File: src/sv/hbd_pkg.sv
// Shared types and constants for the Huffman tree bit decoder.
// No dependencies; used by every module of the block.
`default_nettype none
package hbd_pkg;

    localparam int SYM_W            = 8;
    localparam int POS_W            = 3;
    localparam int NODE_COUNT_DEF   = 512;
    localparam int MAX_CODE_LEN_DEF = 32;

    localparam logic FUNC_LOAD   = 1'b0;
    localparam logic FUNC_DECODE = 1'b1;

    typedef enum logic [1:0] {
        ST_SYMBOL  = 2'd0,
        ST_INVALID = 2'd1,
        ST_LOADED  = 2'd2,
        ST_FULL    = 2'd3
    } t_status;

    // result event from the tree walker to the result stage
    typedef struct packed {
        logic             push;
        logic             flush;
        logic [SYM_W-1:0] symbol;
        logic [POS_W-1:0] bit_pos;
        t_status          status;
    } t_res_ev;

endpackage
`default_nettype wire

File: src/sv/hbd_result.sv
// Result stage: holds one result back so the last one of a transaction
// can be marked, then drives the one-cycle result strobe. Depends on hbd_pkg.
`default_nettype none
module hbd_result (
    input  wire logic                          i_clk,
    input  wire logic                          i_rst_n,
    input  wire hbd_pkg::t_res_ev              i_ev,
    output logic                               o_valid,
    output logic [hbd_pkg::SYM_W-1:0]          o_symbol,
    output logic [hbd_pkg::POS_W-1:0]          o_bit_position,
    output logic [1:0]                         o_status,
    output logic                               o_last
);
    logic                        r_pend_valid;
    logic [hbd_pkg::SYM_W-1:0]   r_pend_sym;
    logic [hbd_pkg::POS_W-1:0]   r_pend_pos;
    hbd_pkg::t_status            r_pend_st;
    logic                        r_valid;
    logic [hbd_pkg::SYM_W-1:0]   r_sym;
    logic [hbd_pkg::POS_W-1:0]   r_pos;
    hbd_pkg::t_status            r_st;
    logic                        r_last;

    always_ff @(posedge i_clk) begin
        if (!i_rst_n) begin
            r_pend_valid <= 1'b0;
            r_valid      <= 1'b0;
        end else begin
            r_valid <= 1'b0;
            if (i_ev.push) begin
                if (r_pend_valid) begin
                    r_valid <= 1'b1;
                    r_sym   <= r_pend_sym;
                    r_pos   <= r_pend_pos;
                    r_st    <= r_pend_st;
                    r_last  <= 1'b0;
                end
                r_pend_valid <= 1'b1;
                r_pend_sym   <= i_ev.symbol;
                r_pend_pos   <= i_ev.bit_pos;
                r_pend_st    <= i_ev.status;
            end else if (i_ev.flush) begin
                if (r_pend_valid) begin
                    r_valid <= 1'b1;
                    r_sym   <= r_pend_sym;
                    r_pos   <= r_pend_pos;
                    r_st    <= r_pend_st;
                    r_last  <= 1'b1;
                end
                r_pend_valid <= 1'b0;
            end
        end
    end

    assign o_valid        = r_valid;
    assign o_symbol       = r_sym;
    assign o_bit_position = r_pos;
    assign o_status       = r_st;
    assign o_last         = r_last;

endmodule
`default_nettype wire

File: config.mk
export PLATFORM = sky130hd
export DESIGN_NAME = hbd_result
export DESIGN_NICKNAME = d
export VERILOG_FILES = /design/src/sv/hbd_pkg.sv /design/src/sv/hbd_result.sv
export SDC_FILE = /design/constraint.sdc
export NUM_CORES = 1
export LEC_CHECK = 0
export BUFFER_PORTS_ARGS = -buffer_cell sky130_fd_sc_hd__buf_4
export CAP_MARGIN = 20
export CORE_MARGIN = 5
export CORE_UTILIZATION = 50
export DETAILED_ROUTE_END_ITERATION = 8
export GPL_TIMING_DRIVEN = 0
export PLACE_DENSITY = 0.86
export SLEW_MARGIN = 15
export SYNTH_ARGS = -nofsm -noshare
export SYNTH_HDL_FRONTEND = slang
export SYNTH_SLANG_ARGS = --single-unit
export TNS_END_PERCENT = 10
File: constraint.sdc
create_clock -name i_clk -period 1.55 [get_ports i_clk]
set_input_delay 0.31 -clock i_clk [delete_from_list [all_inputs] [get_ports i_clk]]
set_output_delay 0.31 -clock i_clk [all_outputs]
set_load 0.05 [all_outputs]
Yosys cells after proc, flatten, opt, wreduce, memory -nomap -nowiden
Cells that the tools add are included.

Reduce and logical (&&, ||, !) cells: 4. Muxes and demuxes: 18.

Operators with widths (number): 8-bit two-way mux (3); 1-bit two-way mux (9); 3-bit two-way mux (3); 2-bit two-way mux (3); 2-bit AND reduction (2); 3-bit AND reduction (1); 2-bit nonzero test (1).

Register bits: 29. Bits of input ports: 17. Output and inout port bits: 15. Logic and storage cells: 31.

Depth between registers and ports, before layout
Word-level depth: 3. Gate-level depth with buffers: 2. Mapped depth without buffers: 2.

Worst setup path after synthesis
No wires, ideal clock.

Kind: reg2reg. From: register, netlist name r_pend_valid. To: register r_pos (netlist bit o_bit_position[0]), enable pin. Arrival time: 0.715 ns. Clock period less this slack: 1.069 ns. Library setup time: 0.355 ns. Cell stages (with the launch flop): 2. Slack: 0.481 ns. Buffers on the path: 0. Cell sequence: dfxtp_1 o211a_1.

RTL lines: end signal: assignment (RTL line hbd_result.sv:34) `r_pos <= r_pend_pos;`; end signal: assignment (RTL line hbd_result.sv:46) `r_pos <= r_pend_pos;`; end: declaration (RTL line hbd_result.sv:20) `logic [hbd_pkg::POS_W-1:0] r_pos;`.

==> reports/results.ini <==
[cts]
numClockSinks = 29
clock_latency_ns = 0.31
clkTransAtPathRegs_ns = 0.09
clk_path_buf_depth = 2
cts_setup_buffers = 0
cts-root-buf = clkbuf_4
cts_tree = yes
cts-hold-fix-buffers = 0
htreeDepth = 2
cts-resized-gates = 0
cts_inserted_buffers = 5

[global_route]
grt_pass1_vias = 419
grt_pass1_wl_um = 1960
grt_remaining_overflow = 0
grt.total_usage_pct = 11.2
grt_max_degree = 15
antenna_found_initial = 0

[synth]
syn_area_um2 = 895
synthTopCellsByArea = edfxtp_1 91%, dfxtp_1 4.5%, o211a_1 2.2%, a21boi_1 0.84%, and2_1 0.70%
ys_types = 7
synth_largest_area_cell = edfxtp_1
syn_area_per_cell_um2 = 25.6
synth_seq_cells = 29
synth_top_area_share_pct = 90.6
ys_seq_area_share_pct = 95.1
synth_nets = 52
yosys_warnings = 0
synth_cells = 35

[power_and_ir_drop]
clockPowerShare_pct = 35.9
p_int_mw = 1.28
p_seq_share_pct = 57.3
peakVddDrop_mv = 0.825
pwr-share-comb_pct = 6.8
leakage_nw = 0.492
power_mw = 1.59
switchingPower_uw = 308
power.density_mw_per_mm2 = 1290
p_sw_share_pct = 19.5

[route]
vias = 453
drt_iter0_markers = 3
routed_wl_um = 1260
firstDrtPassIters = 3
via_per_inst = 4.58
ant_nets = 0
remaining_drc_errors = 0
post_drt_wl_per_cell_um = 12.8

[placed_design]
place_congestion = 0.683
port_buffers = 31
place_area_mm2 = 0.00116
dp_slack_ns = 0.284
hpwl_um = 927

[die]
row_count = 15
die_w_um = 52.3
dieArea_mm2 = 0.00274
fp.dieH_um = 52.3
core-area_mm2 = 0.00171
io_pins = 32
start_util_pct = 52.4

[status]
status = finished clean

[sta]
period_needed_ns = 1.22
setup_viol = 0
drv_slew = 0
rsz0062_at_grt = false
period_share_pct = 78.8
finalWorstSetupSlack_ns = 0.329
tns_ns = 0
worst_pin_slew_ns = 0.529
finalClockSkew_ns = 0.0107
relSlewSlack_pct = 64.8
hold_viol = 0
fmax_mhz = 819

[setup_path]
critPathKind = reg -> reg
cp_max_fo = 14
arrival_ns = 1.17
path_cells = o211a_1
crit_start = r_pend_valid$_SDFFE_PN0P_
critPathSlowestCell = o211a_1
required_ns = 1.50
reg2reg_from = r_pend_valid$_SDFFE_PN0P_
cp-start-kind = flip-flop
crit_buf_inv = 0
cp_slowest_stage_delay_ns = 0.49
end_kind = flip-flop
crit_family = compound AO/OA/AOI/OAI gates

[job]
timing.max_cap.violations = 0

[worst_hold_path]
min_from = i_ev[0]
min_path_type = in -> reg

[layout]
nNetsFinal = 90
regArea_um2 = 851
final_cell_area_mm2 = 0.00123
area_delta_synth_final_pct = 37.9
diodes = 0
layout_commonest_cell = buf_4
num-fill-cells = 98
multi_input_comb_area_um2 = 40.0
final_cell_mix = 31 x buf_4, 27 x edfxtp_1, 5 x clkbuf_4
post_route_cells_drive_above_1_share_pct = 50.0

-- cell usage after synthesis --
cell,n
dfxtp_1,2
a21boi_1,1
edfxtp_1,27
o211a_1,2
inv_1,1
and2_1,1
nand2b_1,1
-- layer usage --
metal | global-route usage, % | up-vias | wire (µm)
met5 | 0 | - | 0
met4 | 6.38 | 0 | 25
met3 | 7.69 | 3 | 120
met2 | 18.2 | 23 | 657
met1 | 10.3 | 212 | 460
li1 | - | 215 | -
-- logic make-up (layout without fill, tap and decap cells) --
group,Yosys count,in the layout,share of synthesized area [%]
compound gates,3,3,3.08
buf+inv,1,40,0.419
flops,29,29,95.1
simple gates,2,2,1.40
-- power groups by stage --
stage / Clock, mW / Combinational (mW) / Sequential, mW
3_3_place_gp: 0 / 0.107 / 0.924
5_1_grt: 0.626 / 0.115 / 0.912
3_5_place_dp: 0 / 0.109 / 0.927
2_1_floorplan: 0 / 0.0137 / 0.965
6_report: 0.569 / 0.108 / 0.908
4_1_cts: 0.581 / 0.109 / 0.909
-- flip-flops by register name, indices dropped and copies added (netlist names) --
name            count
r_pend_st           2
r_pend_pos          3
o_status            2
o_last              1
o_bit_position      3
o_valid             1
o_symbol            8
r_pend_valid        1
r_pend_sym          8
-- final timing paths --
kind / end / slack (ns) / cells after the start
min reg2reg: o_symbol[7]$_DFFE_PP_ / 0.43 / 0
max: o_symbol[3]$_DFFE_PP_ / 0.33 / 1
max reg2reg: o_symbol[3]$_DFFE_PP_ / 0.33 / 1
min: r_pend_st[0]$_DFFE_PP_ / 0.16 / 1
-- stage by stage --
stage / hold slack, ns / std cells / util, %
after detailed placement: 0.405 / 91 / 67.8
after global placement: 0.403 / 91 / 67.8
after CTS: 0.152 / 99 / 72.2
after global routing: 0.132 / 99 / 72.2
final: 0.165 / 99 / 72.2
after floorplan: 0.400 / 35 / -
-- cell type report --
cell class | count | share of cell area (%)
Clock buffer | 6 | 3.35
Clock inverter | 2 | 2.74
Inverter | 1 | 0.304
Multi-Input combinational cell | 5 | 3.25
Sequential cell | 29 | 69.0
Tap cell | 25 | 2.54
Timing Repair Buffer | 31 | 18.9
Power figures use the tool's default switching activity.
