[config.mk]
export PLATFORM = sky130hd
export DESIGN_NAME = hbd_walk
export DESIGN_NICKNAME = d
export VERILOG_FILES = /design/src/sv/hbd_pkg.sv /design/src/sv/hbd_walk.sv
export SDC_FILE = /design/constraint.sdc
export NUM_CORES = 1
export LEC_CHECK = 0
export BUFFER_PORTS_ARGS = -buffer_cell sky130_fd_sc_hd__buf_4
export CAP_MARGIN = 20
export CORE_ASPECT_RATIO = 0.8
export CORE_UTILIZATION = 40
export CTS_CLUSTER_DIAMETER = 40
export DETAILED_ROUTE_END_ITERATION = 6
export SYNTH_ARGS = -nofsm -noshare
export SYNTH_HDL_FRONTEND = slang
export SYNTH_SLANG_ARGS = --single-unit
[constraint.sdc]
create_clock -name i_clk -period 5.7 [get_ports i_clk]
set_input_delay 1.425 -clock i_clk [delete_from_list [all_inputs] [get_ports i_clk]]
set_output_delay 1.425 -clock i_clk [all_outputs]
set_load 0.1 [all_outputs]
[src/sv/hbd_pkg.sv]
// Shared types and constants for the Huffman tree bit decoder.
// No dependencies; used by every module of the block.
`default_nettype none
package hbd_pkg;

    localparam int SYM_W            = 8;
    localparam int POS_W            = 3;
    localparam int NODE_COUNT_DEF   = 512;
    localparam int MAX_CODE_LEN_DEF = 32;

    localparam logic FUNC_LOAD   = 1'b0;
    localparam logic FUNC_DECODE = 1'b1;

    typedef enum logic [1:0] {
        ST_SYMBOL  = 2'd0,
        ST_INVALID = 2'd1,
        ST_LOADED  = 2'd2,
        ST_FULL    = 2'd3
    } t_status;

    // result event from the tree walker to the result stage
    typedef struct packed {
        logic             push;
        logic             flush;
        logic [SYM_W-1:0] symbol;
        logic [POS_W-1:0] bit_pos;
        t_status          status;
    } t_res_ev;

endpackage
`default_nettype wire

[src/sv/hbd_walk.sv]
// Tree walker: loads codes bit-serially and decodes data bytes bit-serially.
// Drives the node store ports and result events. Depends on hbd_pkg.
`default_nettype none
module hbd_walk #(
    parameter int NODE_COUNT   = hbd_pkg::NODE_COUNT_DEF,
    parameter int MAX_CODE_LEN = hbd_pkg::MAX_CODE_LEN_DEF
) (
    input  wire logic                                    i_clk,
    input  wire logic                                    i_rst_n,
    input  wire logic                                    i_start,
    output logic                                         o_busy,
    input  wire logic                                    i_func,
    input  wire logic [7:0]                              i_symbol_in,
    input  wire logic [31:0]                             i_code_bits,
    input  wire logic [5:0]                              i_code_length,
    input  wire logic [7:0]                              i_data_byte,
    input  wire logic [3:0]                              i_valid_bits,
    input  wire logic [2*$clog2(NODE_COUNT)+hbd_pkg::SYM_W-1:0] i_rd_data,
    input  wire logic [2*$clog2(NODE_COUNT)+hbd_pkg::SYM_W-1:0] i_root_word,
    output logic                                         o_rd_en,
    output logic [$clog2(NODE_COUNT)-1:0]                o_rd_addr,
    output logic                                         o_wr_en,
    output logic [$clog2(NODE_COUNT)-1:0]                o_wr_addr,
    output logic [2*$clog2(NODE_COUNT)+hbd_pkg::SYM_W-1:0] o_wr_data,
    output hbd_pkg::t_res_ev                             o_ev
);
    localparam int AW  = $clog2(NODE_COUNT);
    localparam int UW  = $clog2(NODE_COUNT + 1);
    localparam int SW  = hbd_pkg::SYM_W;
    localparam int DW  = 2 * AW + SW;
    localparam int CW  = MAX_CODE_LEN;
    localparam int LW0 = $clog2(MAX_CODE_LEN + 1);
    localparam int LW  = (LW0 > 6) ? LW0 : 6;

    typedef enum logic [2:0] {
        S_IDLE,
        S_LSTEP,
        S_LWAIT,
        S_LFRESH,
        S_DSTEP,
        S_DWAIT,
        S_DONE
    } t_state;

    t_state                   r_state;
    logic                     r_func;
    logic [SW-1:0]            r_sym_in;
    logic [CW-1:0]            r_code;
    logic [7:0]               r_byte;
    logic [LW-1:0]            r_cnt;
    logic [hbd_pkg::POS_W-1:0] r_pos;
    logic [AW-1:0]            r_node;
    logic [DW-1:0]            r_word;
    logic                     r_at_root;
    logic [UW-1:0]            r_used;

    logic [DW-1:0]    cur_word;
    logic [AW-1:0]    cur_left;
    logic [AW-1:0]    cur_right;
    logic [AW-1:0]    child_l;
    logic [AW-1:0]    child_d;
    logic [AW-1:0]    fresh;
    logic             full;
    logic             rd_leaf;
    logic [DW-1:0]    upd_word;
    logic [LW-1:0]    len_in;
    logic [LW-1:0]    len_c;
    logic [CW+31:0]   code_ext;
    logic [CW+31:0]   code_shift;
    logic [3:0]       vb_c;

    assign cur_word  = r_at_root ? i_root_word : r_word;
    assign cur_left  = cur_word[DW-1 -: AW];
    assign cur_right = cur_word[AW+SW-1 -: AW];
    assign child_l   = r_code[CW-1] ? cur_right : cur_left;
    assign child_d   = r_byte[7] ? cur_right : cur_left;
    assign fresh     = r_used[AW-1:0];
    assign full      = (r_used == UW'(NODE_COUNT));
    assign rd_leaf   = (i_rd_data[DW-1 -: AW] == '0) && (i_rd_data[AW+SW-1 -: AW] == '0);
    assign upd_word  = r_code[CW-1] ? {cur_left, fresh, cur_word[SW-1:0]}
                                    : {fresh, cur_right, cur_word[SW-1:0]};

    // left-align the code so its first bit sits at the top of the shifter
    assign len_in     = LW'(i_code_length);
    assign len_c      = (len_in > LW'(CW)) ? LW'(CW) : len_in;
    assign code_ext   = (CW + 32)'(i_code_bits);
    assign code_shift = code_ext << (LW'(CW) - len_c);
    assign vb_c       = (i_valid_bits > 4'd8) ? 4'd8 : i_valid_bits;

    assign o_busy = (r_state != S_IDLE);

    always_comb begin
        o_rd_en   = 1'b0;
        o_rd_addr = child_l;
        o_wr_en   = 1'b0;
        o_wr_addr = r_node;
        o_wr_data = upd_word;
        o_ev      = '0;
        unique case (r_state)
            S_LSTEP: begin
                if (r_cnt == '0) begin
                    o_ev.push   = 1'b1;
                    o_ev.status = hbd_pkg::ST_LOADED;
                    o_wr_en     = (r_node != '0);
                    o_wr_data   = {cur_left, cur_right, r_sym_in};
                end else if (child_l != '0) begin
                    o_rd_en = 1'b1;
                end else if (full) begin
                    o_ev.push   = 1'b1;
                    o_ev.status = hbd_pkg::ST_FULL;
                end else begin
                    o_wr_en = 1'b1;
                end
            end
            S_LFRESH: begin
                o_wr_en   = 1'b1;
                o_wr_addr = fresh;
                o_wr_data = '0;
            end
            S_DSTEP: begin
                o_rd_addr = child_d;
                if (r_cnt != '0) begin
                    if (child_d == '0) begin
                        o_ev.push    = 1'b1;
                        o_ev.status  = hbd_pkg::ST_INVALID;
                        o_ev.bit_pos = r_pos;
                    end else begin
                        o_rd_en = 1'b1;
                    end
                end
            end
            S_DWAIT: begin
                if (rd_leaf) begin
                    o_ev.push    = 1'b1;
                    o_ev.status  = hbd_pkg::ST_SYMBOL;
                    o_ev.symbol  = i_rd_data[SW-1:0];
                    o_ev.bit_pos = r_pos;
                end
            end
            S_DONE: begin
                o_ev.flush = 1'b1;
            end
            default: begin
            end
        endcase
    end

    always_ff @(posedge i_clk) begin
        if (!i_rst_n) begin
            r_state   <= S_IDLE;
            r_at_root <= 1'b1;
            r_used    <= UW'(1);
        end else begin
            unique case (r_state)
                S_IDLE: begin
                    if (i_start) begin
                        r_func   <= i_func;
                        r_sym_in <= i_symbol_in;
                        r_code   <= code_shift[CW-1:0];
                        r_byte   <= i_data_byte;
                        r_pos    <= '0;
                        if (i_func == hbd_pkg::FUNC_LOAD) begin
                            r_cnt     <= len_c;
                            r_node    <= '0;
                            r_at_root <= 1'b1;
                            r_state   <= S_LSTEP;
                        end else begin
                            r_cnt   <= LW'(vb_c);
                            r_state <= S_DSTEP;
                        end
                    end
                end
                S_LSTEP: begin
                    if (r_cnt == '0) begin
                        r_state <= S_DONE;
                    end else if (child_l != '0) begin
                        r_node  <= child_l;
                        r_code  <= r_code << 1;
                        r_cnt   <= r_cnt - LW'(1);
                        r_state <= S_LWAIT;
                    end else if (full) begin
                        r_state <= S_DONE;
                    end else begin
                        r_code  <= r_code << 1;
                        r_cnt   <= r_cnt - LW'(1);
                        r_state <= S_LFRESH;
                    end
                end
                S_LWAIT: begin
                    r_word    <= i_rd_data;
                    r_at_root <= 1'b0;
                    r_state   <= S_LSTEP;
                end
                S_LFRESH: begin
                    r_node    <= fresh;
                    r_word    <= '0;
                    r_at_root <= 1'b0;
                    r_used    <= r_used + UW'(1);
                    r_state   <= S_LSTEP;
                end
                S_DSTEP: begin
                    if (r_cnt == '0) begin
                        r_state <= S_DONE;
                    end else begin
                        r_byte <= r_byte << 1;
                        r_cnt  <= r_cnt - LW'(1);
                        if (child_d == '0) begin
                            r_at_root <= 1'b1;
                            r_pos     <= r_pos + 3'd1;
                        end else begin
                            r_state <= S_DWAIT;
                        end
                    end
                end
                S_DWAIT: begin
                    if (rd_leaf) begin
                        r_at_root <= 1'b1;
                    end else begin
                        r_word    <= i_rd_data;
                        r_at_root <= 1'b0;
                    end
                    r_pos   <= r_pos + 3'd1;
                    r_state <= S_DSTEP;
                end
                S_DONE: begin
                    if (r_func == hbd_pkg::FUNC_LOAD) begin
                        r_at_root <= 1'b1;
                    end
                    r_state <= S_IDLE;
                end
                default: begin
                    r_state <= S_IDLE;
                end
            endcase
        end
    end

endmodule
`default_nettype wire

# --- Word-level counts from Yosys, hierarchy flattened ---
# Index checks and enable logic that the tools add are counted.
# W data, S select, Z words.
totals:
  elab_cells: 138
  in_bits: 114
  reg_bits: 107
  output_inout_bits: 62
classes:
  muxes: 76
  n_eq_ne: 17
  n_addsub: 4
  order_cmp: 2
  shifts: 1
  reduce_logical: 27
ops:
  columns: ["operator", "n"]
  rows:
  - ["$mux W32", 4]
  - ["$mux W26", 4]
  - ["$pmux W26 S3", 1]
  - ["$mux W9", 8]
  - ["$pmux W32 S2", 1]
  - ["$pmux W26 S2", 1]
  - ["$mux W6", 7]
  - ["$shl A32 B6 Y32", 1]
  - ["$mux W3", 10]
  - ["$logic_not A9 Y1", 3]
  - ["$pmux W9 S3", 1]
  - ["$mux W8", 3]
  - ["$mux W1", 19]
  - ["$pmux W6 S3", 1]
  - ["$reduce_and A6 Y1", 3]
  - ["$reduce_bool A9 Y1", 2]
  - ["$ne A2 B2 Y1 const B", 8]
  - ["$pmux W8 S2", 1]
  - ["$pmux W3 S5", 1]
  - ["$reduce_bool A3 Y1", 5]
  - ["$mux W13", 1]
  - ["$add A10 B1 Y10 const B", 1]
  - ["$eq A10 B10 Y1 const B", 1]
  - ["$mux W5", 2]
  - ["28 further kinds", 38]

# --- Depth between registers and ports, before layout ---
# Gate-level depths: netlist of run 1.
logic_depth:
  word_depth: 6
  ltp_mapped: 13

# --- Worst setup path before layout of run 1 ---
# OpenSTA, ideal clock, no wires.
synth_path:
  path_kind: "input port to output port"
  startpoint: "input i_root_word[15] (netlist bit)"
  endpoint: "output o_ev[14] (netlist bit)"
  arrival_ns: 4.126
  path_slack_ns: 0.149
  stages: 6
  n_path_buf: 0
  path_cell_list: "mux4_2 > nor4_2 > nand3_2 > nor2_1 > o21a_1 > or2_1"
synth_rtl:
  columns: ["item", "line_no", "text"]
  rows:
  - ["start, declared", "hbd_walk.sv:19", "input wire logic [2*$clog2(NODE_COUNT)+hbd_pkg::SYM_W-1:0] i_root_word,"]
  - ["end, declared", "hbd_walk.sv:25", "output hbd_pkg::t_res_ev o_ev"]

# --- Worst setup path in the final report of run 1 ---
layout_path:
  startpoint: "register r_cnt[0]"
  endpoint: "output o_wr_data[23] (netlist bit)"
layout_between:
  elab_chain_len: 3
layout_lines:
  columns: ["item", "line_no", "text"]
  rows:
  - ["start, declared", "hbd_walk.sv:50", "logic [LW-1:0] r_cnt;"]
  - ["start signal, assigned", "hbd_walk.sv:163", "r_cnt <= len_c;"]
  - ["start signal, assigned", "hbd_walk.sv:168", "r_cnt <= LW'(vb_c);"]
  - ["start signal, assigned", "hbd_walk.sv:179", "r_cnt <= r_cnt - LW'(1);"]
  - ["$logic_not A6 Y1", "hbd_walk.sv:101", "if (r_cnt == '0) begin"]
  - ["$mux W26", "hbd_walk.sv:101", null]
  - ["$pmux W26 S2", "hbd_walk.sv:99", "unique case (r_state)"]
  - ["end, declared", "hbd_walk.sv:24", "output logic [2*$clog2(NODE_COUNT)+hbd_pkg::SYM_W-1:0] o_wr_data,"]
# Every way passes these cells.

==> results.cfg, run 1 <==
[global_route]
use_met3_pct = 6.920
grt_pass1_vias = 6213
grt_pass1_wl_um = 36160
grt-ovfl-total = 0
grtUsageMet2_pct = 31.55
antenna_found_initial = 0
grtUsageTotal_pct = 24.01
met1_usage_pct = 38.12
grt_max_degree = 36
top_usage_layer = met1

[layout]
seqCellArea_sq_um = 3074
n_antenna_cell = 0
final_cell_mix = buf_4, nand2_1, mux2i_1
final_cells = 1170
fillCellCount = 1797
multi_input_area_sq_um = 4469
final_common_cell = buf_4
fin_nets = 1026
drive_gt1_share_pct = 29.17
area_delta_synth_final_pct = 23.34

[drt]
dr.pass1.iters = 5
ant_nets = 0
vias_per_cell = 5.577
vias = 6525
route.detailed.drc = 0
wl_per_cell_um = 20.09
drt-initial-drc-count = 553
drt-total-wl_um = 23510

[pwr]
p_int_uw = 1671
vdd_drop_max_v = 0.0002122
p_per_area_nw_per_um2 = 299.9
p_sw_uw = 1221
swShare_pct = 42.22
seqPwrFrac_pct = 35.3
p_leak_uw = 0.004113
comb_power_share_pct = 43.4
clockPowerShare_pct = 21.2

[floorplan]
initial_core_util_pct = 41.08
coreArea_sq_um = 19030
io_pins = 176
dieArea_sq_um = 20110
die_w_um = 158.3
fp-row-count = 45
fp.dieH_um = 127.0

[critical_path]
critical_path_required_ps = 4280
critPathKind = flop to primary output
cp-end-kind = primary output
critPathArrivalTime_ps = 3440
worst_setup_path_start_kind = flop
crit_fanout = 10

[yosys]
avgSynthCellArea_sq_um = 10.35
netlist_area_sq_um = 7817
syn-num-nets = 874
yosys_warnings = 0
synth_cell_types = 75
ys_seq_elements = 107
syn_inst = 755
ys_seq_area_share_pct = 39.31
synth-main-ff-cell = edfxtp_1
async_flop_share_pct = 0
synth_edf_count = 93

[sta]
hold_viol_final = 0
setup-tns-final_ps = 0
final.period_utilization_pct = 85.43
relSlewSlack_pct = 26.93
fin_skew_ps = 15.55
period_needed_ps = 4869
rsz0062_at_grt = no
setup_violations = 0
fmax_mhz = 205.4
finalMaxSlewViolations = 0
worst_slew_pin_slew_ps = 1093

[clocking]
clkTransAtPathRegs_ps = 80
htree_levels = 3
cts_tree = yes
clock_sinks = 107
clockBufferDepth = 2
postCtsSetupBuffers = 0
cts_resized = 0
clk_latency_ps = 360
cts_buffers = 9
holdBufCountCts = 0
cts-root-buf = clkbuf_16

[hold_path]
hold_path_class = flop to flop

[outcome]
status = completed

[placed_design]
place_congestion = 0.8727
placement.io_buffers = 175
hpwl_um = 18310
dp.cells = 1153

[run]
drv_cap = 0
-- cells in the mapped netlist (all sizes together) (3+ instances only) --
cell    count  area share (%)
a211o       3            0.34
a211oi      3            0.29
a21oi      11            0.70
a221o       9             1.2
a22o        7            0.78
a22oi       3            0.29
a31oi       5            0.40
and2       50             4.0
and3        6            0.48
buf        30             2.5
clkbuf     24             1.2
dfxtp      14             3.6
edfxtp     93              36
ha          5            0.80
inv         7            0.34
mux2i     107              14
mux4       36              11
nand2     136             6.5
nand2b     10            0.80
nand3       6            0.45
nor2       55             2.9
nor2b       6            0.58
nor3        9            0.77
nor4        8            0.99
o211ai      5            0.54
o21ai      44             2.8
o22ai       5            0.40
or2         3            0.27
or3         7            0.56
xnor2       7            0.78
xor2        6            0.67
-- logic make-up after synthesis --
family / synth area share, %
AND/OR/NAND/NOR: 19.97
multiplexers: 24.79
AO/OA/AOI/OAI: 9.683
flip-flops: 39.31
buffers and inverters: 3.985
XOR/XNOR: 1.456
adder cells (fa/ha/maj): 0.8003
-- flip-flops by register name (all words and copies together), names as in the netlist, 3 cells and up --
name / count
r_byte: 8
r_cnt: 6
r_code: 32
r_node: 9
r_pos: 3
r_state: 3
r_sym_in: 8
r_used: 10
r_word: 26
-- final timing paths --
check	end	cells after the start	startpoint	slack, ps
min reg2reg	r_byte[6]	2	r_byte[5]	500
max	o_wr_data[23]	10	r_cnt[0]	830
min	r_byte[6]	2	r_byte[5]	500
max reg2reg	r_code[15]	8	r_at_root	2610
-- worst max-delay path: stages (launching register included) --
cell	delay, ps
edfxtp_1	400
inv_1	60
ha_1	220
or3b_1	230
nor3_2	50
buf_4	170
o21a_1	330
nor2b_1	780
nor2_2	240
o21ai_0	280
buf_4	330
-- power groups by stage --
stage | combinational (uW) | sequential, uW | clock (uW)
CTS | 1250 | 1020 | 627
detailed placement | 1240 | 1040 | 0
floorplan | 943 | 1010 | 0
global placement | 1250 | 1040 | 0
finish | 1260 | 1020 | 613
global route | 1330 | 1030 | 657
-- routing by layer --
layer	wire, um	part of all wire, %
met2	9306	40
met4	316	1.3
met1	11860	50
met5	0	0
met3	2027	8.6
-- area by class of cell --
type | count | share of cell area (%)
clock buffers | 10 | 2.375
clock inverters | 6 | 0.6099
inverters | 7 | 0.2725
multi-input cells | 587 | 46.35
flip-flops and latches | 107 | 31.88
well taps | 258 | 3.348
repair buffers | 195 | 15.16
-- metrics by stage --
| stage | hold WS (ps) | area, sq um | total power, uW | setup WS (ps) | utilization, % |
|---|---|---|---|---|---|
| after floorplan | 483.6 | 7818 | 1949 | 148.7 | - |
| after global placement | 489.4 | 9349 | 2283 | 838.5 | 49.13 |
| after detailed placement | 495.5 | 9349 | 2282 | 822.5 | 49.13 |
| after CTS | 509.8 | 9637 | 2896 | 788.7 | 50.64 |
| after global routing | 525.6 | 9642 | 3014 | 559.8 | 50.66 |
| final | 504.2 | 9642 | 2892 | 830.6 | 50.66 |
Note: power is estimated with default switching activity, not from simulation.
==> run 2, diff against run 1 <==
==> constraint.sdc (replaced) <==
create_clock -name i_clk -period 5.7 [get_ports i_clk]
set_input_delay 1.14 -clock i_clk [delete_from_list [all_inputs] [get_ports i_clk]]
set_output_delay 1.14 -clock i_clk [all_outputs]
set_load 0.1 [all_outputs]
==> results.cfg, run 2 (same netlist as run 1, synthesis figures left out) <==
[outcome]
status = completed

[sta]
rsz0062_at_grt = no
fin_skew_ps = 10.60
hold_viol_final = 0
final.period_utilization_pct = 80.82
relSlewSlack_pct = 31.79
period_needed_ps = 4607
finalMaxSlewViolations = 0
hold_slack_ps = 517.7
fmax_mhz = 217.1
setup_violations = 0
setup-tns-final_ps = 0
worst_slew_pin_slew_ps = 1020

[clocking]
clockBufferDepth = 2
postCtsSetupBuffers = 0
cts_tree = yes
clkTransAtPathRegs_ps = 70
cts_buffers = 9
cts-root-buf = clkbuf_16
cts_resized = 0
holdBufCountCts = 0
clock_sinks = 107
clk_latency_ps = 360
htree_levels = 3

[layout]
regMostFlops = r_code
final_cell_mix = buf_4, nand2_1, mux2i_1
final_common_cell = buf_4
drive_gt1_share_pct = 28.78
fin_nets = 1021
largestRegisters = r_code: 32 flops, r_word: 26 flops, r_used: 10 flops
largest_register_ffs = 32
final_cell_area_sq_um = 9607
area_delta_synth_final_pct = 22.89

[pwr]
p_sw_uw = 1226
comb_power_share_pct = 42.9
swShare_pct = 42.36
p_int_uw = 1668
p_per_area_nw_per_um2 = 301.2
clockPowerShare_pct = 21.6
p_leak_uw = 0.004084
vdd_drop_max_v = 0.0002182
seqPwrFrac_pct = 35.5

[critical_path]
reg2reg_from = r_at_root
worst_setup_path_start_kind = flop
reg2regPathDepth = 4
crit_fanout = 10
r2r_end = r_pos[2]
critical_path_required_ps = 4560
critPathArrivalTime_ps = 3470
cp-end-kind = primary output
critPathKind = flop to primary output
r2r_setup_slack_ps = 2410

[drt]
vias_per_cell = 5.646
route.detailed.drc = 0
vias = 6583
wl_per_cell_um = 20.24
drt-total-wl_um = 23600
dr.pass1.iters = 5
ant_nets = 0
drt-initial-drc-count = 681

[global_route]
grt_pass1_wl_um = 36070
grtUsageTotal_pct = 23.90
grt_max_degree = 37
grt_pass1_vias = 6225
grt-ovfl-total = 0
antenna_found_initial = 0

[hold_path]
whs_endpoint = r_byte[2]
hold_start = r_byte[1]
hold_depth = 2
hold_path_class = flop to flop

[floorplan]
coreArea_sq_um = 19030
initial_core_util_pct = 41.08
fp-row-count = 45
die_w_um = 158.3
fp.dieH_um = 127.0
dieArea_sq_um = 20110
io_pins = 176

[placed_design]
post_dp_cell_area_sq_um = 9311
hpwl_um = 18200
place_congestion = 0.8709
placement.io_buffers = 175

[run]
drv_cap = 0
==> run 2: changes by cell type in the layout (fill, tap and decap cells not counted), sizes merged <==
cell / change
buf: -5
clkinv: -2
clkinvlp: +1
diode: +1
inv: +1
==> run 2: area by class of cell <==
cell class	count	area [sq um]
flip-flops and latches	107	3074
multi-input cells	587	4469
clock buffers	10	229.0
clock inverters	6	56.30
fillers	1837	9424
well taps	258	322.8
repair buffers	190	1426
diodes	1	2.502
inverters	7	26.28
==> run 2: metrics by stage <==
stage | std cells | power, uW | worst slack, ps | utilization, %
final | 1166 | 2893 | 1093 | 50.48
after global routing | 1165 | 3008 | 844.7 | 50.47
after CTS | 1164 | 2896 | 1103 | 50.43
after detailed placement | 1148 | 2275 | 1134 | 48.93
after global placement | 1148 | 2271 | 1149 | 48.93
after floorplan | 755 | 1949 | 509.7 | -
==> run 2: how the worst max path moves through the flow <==
stage / startpoint / end
2_1_floorplan: r_cnt[0] / o_wr_data[10]
3_3_place_gp: i_code_length[5] / r_code[28]
3_5_place_dp: i_code_length[5] / r_code[28]
4_1_cts: r_cnt[0] / o_wr_data[20]
5_1_grt: r_cnt[0] / o_wr_data[18]
6_report: r_cnt[0] / o_wr_data[20]
==> run 2: critical path, stage by stage, from the launching register on <==
cell	delay, ps
edfxtp_1	430
inv_1	80
ha_1	170
or3b_1	410
nor3_2	500
o21a_1	450
nor2b_1	270
nor2_2	350
o21ai_0	180
buf_4	260
==> run 2: layer usage <==
layer	global-route usage (%)	wire length [um]	vias to the layer above
met3	5.326	2008	26
met4	5.713	328	0
met2	32.25	9630	303
met1	37.98	11630	3149
li1	-	-	3105
met5	0	0	-
==> run 2: power groups by stage <==
stage | clock (uW) | sequential, uW | combinational, uW
finish | 624 | 1030 | 1240
global route | 661 | 1040 | 1310
CTS | 636 | 1030 | 1230
detailed placement | 0 | 1040 | 1230
global placement | 0 | 1040 | 1230
floorplan | 0 | 1010 | 943
